**src/rtl/mbp_pkg.sv**
```systemverilog
package mbp_pkg;

   localparam int MAX_HISTORY_DEF = 64;
   localparam int MAX_HIDDEN_DEF  = 16;
   localparam int WEIGHT_BITS_DEF = 16;

   localparam int NEURON_IDX_W = 6;
   localparam int CSR_INDEX_W  = 2;
   localparam int CSR_DATA_W   = 32;

   typedef enum logic [2:0] {
      OP_PREDICT    = 3'd0,
      OP_HIST_UPD   = 3'd1,
      OP_WR_HWEIGHT = 3'd2,
      OP_WR_HBIAS   = 3'd3,
      OP_WR_OWEIGHT = 3'd4
   } opcode_type;

   typedef enum logic [CSR_INDEX_W-1:0] {
      CSR_HIST_LEN   = 2'd0,
      CSR_HIDDEN_CNT = 2'd1,
      CSR_OUT_BIAS   = 2'd2
   } csr_index_type;

   typedef enum logic [1:0] {
      ST_IDLE,
      ST_RUN,
      ST_DRAIN,
      ST_DONE
   } state_type;

   typedef struct packed {
      logic                    hist_upd;
      logic                    wr_hweight;
      logic                    wr_hbias;
      logic                    wr_oweight;
      logic                    start;
      logic                    issue;
      logic [NEURON_IDX_W-1:0] issue_idx;
      logic                    finish;
   } cmd_type;

   typedef struct packed {
      logic                    busy;
      logic [NEURON_IDX_W-1:0] last_idx;
   } status_type;

   localparam logic [7:0] SIG_ROM [256] = '{
      8'd0, 8'd0, 8'd0, 8'd0, 8'd0, 8'd0, 8'd0, 8'd0,
      8'd0, 8'd0, 8'd0, 8'd0, 8'd0, 8'd0, 8'd0, 8'd0,
      8'd0, 8'd0, 8'd0, 8'd0, 8'd0, 8'd0, 8'd0, 8'd0,
      8'd0, 8'd0, 8'd0, 8'd0, 8'd0, 8'd1, 8'd1, 8'd1,
      8'd1, 8'd1, 8'd1, 8'd1, 8'd1, 8'd1, 8'd1, 8'd1,
      8'd1, 8'd1, 8'd1, 8'd1, 8'd1, 8'd1, 8'd2, 8'd2,
      8'd2, 8'd2, 8'd2, 8'd2, 8'd2, 8'd2, 8'd2, 8'd3,
      8'd3, 8'd3, 8'd3, 8'd3, 8'd4, 8'd4, 8'd4, 8'd4,
      8'd5, 8'd5, 8'd5, 8'd6, 8'd6, 8'd6, 8'd7, 8'd7,
      8'd8, 8'd8, 8'd8, 8'd9, 8'd10, 8'd10, 8'd11, 8'd11,
      8'd12, 8'd13, 8'd14, 8'd15, 8'd15, 8'd16, 8'd17, 8'd18,
      8'd19, 8'd21, 8'd22, 8'd23, 8'd24, 8'd26, 8'd27, 8'd29,
      8'd31, 8'd32, 8'd34, 8'd36, 8'd38, 8'd40, 8'd42, 8'd44,
      8'd47, 8'd49, 8'd52, 8'd54, 8'd57, 8'd60, 8'd63, 8'd66,
      8'd69, 8'd72, 8'd75, 8'd79, 8'd82, 8'd86, 8'd89, 8'd93,
      8'd97, 8'd100, 8'd104, 8'd108, 8'd112, 8'd116, 8'd120, 8'd124,
      8'd128, 8'd132, 8'd136, 8'd140, 8'd144, 8'd148, 8'd152, 8'd156,
      8'd159, 8'd163, 8'd167, 8'd170, 8'd174, 8'd177, 8'd181, 8'd184,
      8'd187, 8'd190, 8'd193, 8'd196, 8'd199, 8'd202, 8'd204, 8'd207,
      8'd209, 8'd212, 8'd214, 8'd216, 8'd218, 8'd220, 8'd222, 8'd224,
      8'd225, 8'd227, 8'd229, 8'd230, 8'd232, 8'd233, 8'd234, 8'd235,
      8'd237, 8'd238, 8'd239, 8'd240, 8'd241, 8'd241, 8'd242, 8'd243,
      8'd244, 8'd245, 8'd245, 8'd246, 8'd246, 8'd247, 8'd248, 8'd248,
      8'd248, 8'd249, 8'd249, 8'd250, 8'd250, 8'd250, 8'd251, 8'd251,
      8'd251, 8'd252, 8'd252, 8'd252, 8'd252, 8'd253, 8'd253, 8'd253,
      8'd253, 8'd253, 8'd254, 8'd254, 8'd254, 8'd254, 8'd254, 8'd254,
      8'd254, 8'd254, 8'd254, 8'd255, 8'd255, 8'd255, 8'd255, 8'd255,
      8'd255, 8'd255, 8'd255, 8'd255, 8'd255, 8'd255, 8'd255, 8'd255,
      8'd255, 8'd255, 8'd255, 8'd255, 8'd255, 8'd255, 8'd255, 8'd255,
      8'd255, 8'd255, 8'd255, 8'd255, 8'd255, 8'd255, 8'd255, 8'd255,
      8'd255, 8'd255, 8'd255, 8'd255, 8'd255, 8'd255, 8'd255, 8'd255,
      8'd255, 8'd255, 8'd255, 8'd255, 8'd255, 8'd255, 8'd255, 8'd255
   };

endpackage

```
**src/rtl/mbp_ctrl.sv**
```systemverilog
module mbp_ctrl (
   input  logic                clock,
   input  logic                reset,
   input  logic                req_valid,
   output logic                req_stall,
   input  logic [2:0]          req_opcode,
   output logic                rsp_valid,
   input  logic                rsp_stall,
   output mbp_pkg::cmd_type    cmd,
   input  mbp_pkg::status_type stat
);
   import mbp_pkg::*;

   state_type                state_ff, state_in;
   logic [NEURON_IDX_W-1:0]  cnt_ff, cnt_in;
   logic                     rsp_valid_ff, rsp_valid_in;
   logic                     accept;

   always_ff @(posedge clock) begin
      if (reset) begin
         state_ff     <= ST_IDLE;
         cnt_ff       <= '0;
         rsp_valid_ff <= 1'b0;
      end else begin
         state_ff     <= state_in;
         cnt_ff       <= cnt_in;
         rsp_valid_ff <= rsp_valid_in;
      end
   end

   assign req_stall = (state_ff != ST_IDLE);
   assign accept    = req_valid && !req_stall;
   assign rsp_valid = rsp_valid_ff;

   always_comb begin
      state_in     = state_ff;
      cnt_in       = cnt_ff;
      rsp_valid_in = rsp_valid_ff && rsp_stall;
      cmd          = '0;
      cmd.issue_idx = cnt_ff;
      unique case (state_ff)
         ST_IDLE: begin
            if (accept) begin
               unique case (req_opcode)
                  OP_PREDICT: begin
                     cmd.start = 1'b1;
                     cnt_in    = '0;
                     state_in  = ST_RUN;
                  end
                  OP_HIST_UPD:   cmd.hist_upd   = 1'b1;
                  OP_WR_HWEIGHT: cmd.wr_hweight = 1'b1;
                  OP_WR_HBIAS:   cmd.wr_hbias   = 1'b1;
                  OP_WR_OWEIGHT: cmd.wr_oweight = 1'b1;
                  default: ;
               endcase
            end
         end
         ST_RUN: begin
            cmd.issue = 1'b1;
            if (cnt_ff == stat.last_idx) begin
               state_in = ST_DRAIN;
            end else begin
               cnt_in = cnt_ff + 1'b1;
            end
         end
         ST_DRAIN: begin
            if (!stat.busy) begin
               state_in = ST_DONE;
            end
         end
         ST_DONE: begin
            if (!rsp_valid_ff || !rsp_stall) begin
               cmd.finish   = 1'b1;
               rsp_valid_in = 1'b1;
               state_in     = ST_IDLE;
            end
         end
         default: state_in = ST_IDLE;
      endcase
   end

endmodule

```
**config.mk**
```make
export PLATFORM = sky130hd
export DESIGN_NAME = mbp_ctrl
export DESIGN_NICKNAME = d
export VERILOG_FILES = /design/src/rtl/mbp_pkg.sv /design/src/rtl/mbp_ctrl.sv
export SDC_FILE = /design/constraint.sdc
export NUM_CORES = 1
export LEC_CHECK = 0
export BUFFER_PORTS_ARGS = -buffer_cell sky130_fd_sc_hd__buf_2
export CAP_MARGIN = 20
export CORE_UTILIZATION = 41
export DETAILED_ROUTE_END_ITERATION = 10
export GPL_ROUTABILITY_DRIVEN = 0
export PLACE_DENSITY = 0.73
export REMOVE_ABC_BUFFERS = 1
export SLEW_MARGIN = 15
export SYNTH_ARGS = -nofsm -noshare
export SYNTH_HDL_FRONTEND = slang
export SYNTH_SLANG_ARGS = --single-unit
```
**constraint.sdc**
```tcl
create_clock -name clock -period 1.35 [get_ports clock]
set_input_delay 0.405 -clock clock [delete_from_list [all_inputs] [get_ports clock]]
set_output_delay 0.405 -clock clock [all_outputs]
set_load 0.05 [all_outputs]
```
==> key figures <==
Yosys
  – Largest cells by area after synthesis: sky130_fd_sc_hd__dfxtp_1 (26%), sky130_fd_sc_hd__ha_1 (9.0%), sky130_fd_sc_hd__xnor2_1 (7.6%), sky130_fd_sc_hd__nand2_1 (6.0%), sky130_fd_sc_hd__mux2i_1 (4.3%)
  – Post-synthesis area per instance: between 8 and 9 um2
  – Distinct cell type count of the synthesized netlist: 33
  – Count of flip-flops with a built-in enable after synthesis: 0
  – Cell area after synthesis: 691.9 um2
  – Post-Syn Instances: 84
  – Synth warn: 0
  – Share of synthesized registers carrying an async set or reset: 0
  – Most used standard cells in the synthesized netlist: sky130_fd_sc_hd__nand2_1 (11), sky130_fd_sc_hd__dfxtp_1 (9), sky130_fd_sc_hd__nor2_1 (8)
  – Most instantiated flip-flop cell in the synthesis netlist: sky130_fd_sc_hd__dfxtp_1
  – Number of register bits inferred by synthesis: 9
  – Part of the Yosys area used for sequential elements: 0.2604
  – Most frequent cell after synthesis: sky130_fd_sc_hd__nand2_1
  – Cell type contributing the most total cell area after synthesis: sky130_fd_sc_hd__dfxtp_1
  – Area share of the largest cell type after synthesis: 0.2604

Setup path
  – Delay of the slowest cell on the worst path: between 400 and 500 ps
  – Sequence of cells on the critical path: buf_6 > or3b_4 > nor2_1 > buf_6
  – Cell with the biggest individual delay on the critical path: sky130_fd_sc_hd__or3b_4
  – Startpoint class of the critical path: input port
  – Worst flop-to-flop path startpoint: state_ff[0]
  – Critical path class: input port to output port
  – Critical path fanouts, max: 3
  – Reg-to-reg slack, setup: -260 ps
  – Dominant cell type by count on the critical path: sky130_fd_sc_hd__buf_6
  – Worst reg2reg endpoint: cnt_ff[2]
  – Critical Path AT: approximately 1400 ps
  – Endpoint type of the worst setup path: output port
  – Required time of the worst setup path: 950 ps
  – Number of cell instances on the worst register-to-register path: 8

Routing
  – Average wire per standard cell: between 15 and 20 um
  – Final routed wirelength across all metal layers: between 2000 and 3000 um
  – Antenna Nets Post-Route: 0
  – Count of routing violations after the opening detailed-route iteration: 49
  – Number of iterations in the first detailed-routing pass: 4
  – Vias per std cell: between 6 and 7
  – Number of vias after detailed routing: just under 1000
  – Total DRC errors in the routed layout: 0

Flow run
  – Max-capacitance violation count: 0

Pwr
  – Leakage power: ~0.59 nW
  – Peak supply drop: 901.2 uV
  – Final Power: 0.001457 W
  – Cell Pwr Density: roughly 1100 nW/um2

CTS
  – Max H-tree Level: 1
  – Root Buffer Master: sky130_fd_sc_hd__clkbuf_4
  – TritonCTS clock tree: done
  – Number of sinks driven by the clock tree: 9
  – Number of buffers on the longest clock path: 2
  – Number of buffers created by CTS: 3
  – Clk_lat worst skew: around 270 ps
  – Clock slew seen by the registers of the worst setup and hold paths: around 60 ps

Timing
  – Minimum setup slack in the final design: -425.4 ps
  – Worst-case clock skew: roughly 11 ps
  – Headroom to the max-slew limit: 0.7602
  – Final cycle utilization of the critical path: 1.315
  – Number of setup violations in the final report: 16
  – Total Neg Setup Slack: -3864 ps
  – Maximum clock frequency: ~560 MHz
  – Unrepaired setup endpoints after global routing: true
  – Shortest period the worst path allows: roughly 1800 ps
  – Final count of pins violating max slew: 0
  – Final count of hold timing violations: 0
  – Worst-margin pin slew: between 300 and 400 ps

Outcome
  – Failing checks: negative setup slack
  – Result of the run: finished, violations left

Final layout
  – Count of fill cells added during filler insertion: 67
  – Layout cell share with drive strength beyond 1: 0.6224
  – Post-route design area: 1344 um2
  – Number of antenna diodes: 0
  – Number of non-filler instances in the completed layout: approximately 160
  – Signed area change from the synthesized netlist to the final layout: 94.21%
  – Nets: ~160

Global route
  – Global-route usage over all layers: 0.2792
  – Aggregate global routing overflow: 0
  – Via count of the first global-routing pass: 875
  – Global-route wire length before repair: between 3000 and 4000 um
  – Largest net degree at the start of global routing: 10
  – Number of antenna violations at the first check in global routing: 0

Worst hold path
  – Worst hold path class: input port to flop
  – Critical hold path startpoint: reset
  – Endpoint of the worst hold-timing path: rsp_valid
  – Number of stages on the worst hold path: 2

Die
  – Die footprint: around 1900 um2
  – Site row count: 14
  – Starting density of the core: 0.4489
  – Core box area: 1541 um2
  – Vert. Die Dim: about 43 um
  – IO Count: 29
  – Die boundary width: 43.08 um

Place
  – DPL Wire Length: around 1500 um
  – Cells after DPL: 150
  – Number of buffers inserted by port buffering: 28
  – Cell area after placement: between 1000 and 1500 um2
  – Worst setup slack after placement: -360.7 ps
==> worst max-delay path by stage <==
| stage | from | slack [ps] | depth (start not counted) | end |
|---|---|---|---|---|
| detailed placement | req_opcode[1] | -360 | 4 | cmd[8] |
| global placement | req_opcode[1] | -310 | 4 | cmd[12] |
| CTS | state_ff[1] | -310 | 5 | cmd[9] |
| floorplan | state_ff[0] | -850 | 4 | cmd[9] |
| global route | state_ff[1] | -460 | 5 | cmd[8] |
| finish | req_opcode[1] | -430 | 4 | cmd[8] |
==> critical path: cells and delay by family <==
kind	cells	cell delay [ps]
simple gates	2	660
buf+inv	2	300
==> where the power goes <==
| part | switching (W) | internal, W |
|---|---|---|
| Combinational | 0.000518 | 0.000417 |
| Sequential | 0.0000175 | 0.000287 |
| Clock | 0.000109 | 0.000110 |
| Total | 0.000644 | 0.000813 |
==> sequential cells by signal, indices dropped and copies added (netlist names) <==
name       cells
cnt_ff         6
state_ff       2
rsp_valid      1
==> routing by layer <==
layer,part of all wire,up-vias,GRT usage
li1,-,431,-
met1,0.37,456,0.3112
met2,0.49,73,0.4925
met3,0.070,23,0.06383
met4,0.065,0,0.1273
met5,0,-,0
==> logic make-up (layout without fill, tap and decap cells) <==
group	Yosys count	in the layout	share of synthesized area
buffers and inverters	7	66	0.03798
xor gates and xnor gates	6	6	0.07595
muxes	3	3	0.04340
DFF	9	9	0.2604
and+or+nand+nor	32	32	0.2459
adders and majority gates	5	5	0.09042
AOI/OAI and AO/OA	22	22	0.2459
==> cells in the final DEF, fill, tap and decap left out, types with 3 or more instances in the layout <==
cell type / count
sky130_fd_sc_hd__buf_8: 4
sky130_fd_sc_hd__dfxtp_2: 7
sky130_fd_sc_hd__nor2_1: 7
sky130_fd_sc_hd__inv_1: 4
sky130_fd_sc_hd__buf_2: 12
sky130_fd_sc_hd__buf_4: 24
sky130_fd_sc_hd__clkbuf_4: 3
sky130_fd_sc_hd__mux2i_1: 3
sky130_fd_sc_hd__buf_6: 15
sky130_fd_sc_hd__ha_4: 4
sky130_fd_sc_hd__a211oi_2: 5
sky130_fd_sc_hd__nand2_1: 11
sky130_fd_sc_hd__xnor2_1: 6
==> area by class of cell <==
cell class	instances	area, um2	share of cell area
Sequential cell	9	188.9	0.1406
Clock buffer	3	22.52	0.01676
Timing Repair Buffer	55	469.2	0.3492
Multi-Input combinational cell	68	608.1	0.4525
Inverter	7	30.03	0.02235
Tap cell	16	20.02	0.01490
Clock inverter	1	5.005	0.003724
==> repair_timing <==
item | in CTS | in global routing
endpoints found under the setup margin | 22 | 22
setup buffers | 3 | 3
pin swaps | 6 | 5
cloned | 0 | 0
hold buffers | 0 | 0
gates resized for setup | 53 | 18
==> through the flow <==
step	utilization	hold WS, ps
after CTS	0.8157	355.8
after floorplan	-	467.7
after global routing	0.8718	354.9
after detailed placement	0.6599	532.9
after global placement	0.6599	511.0
final	0.8718	369.8
Note: power is estimated with default switching activity, not from simulation.
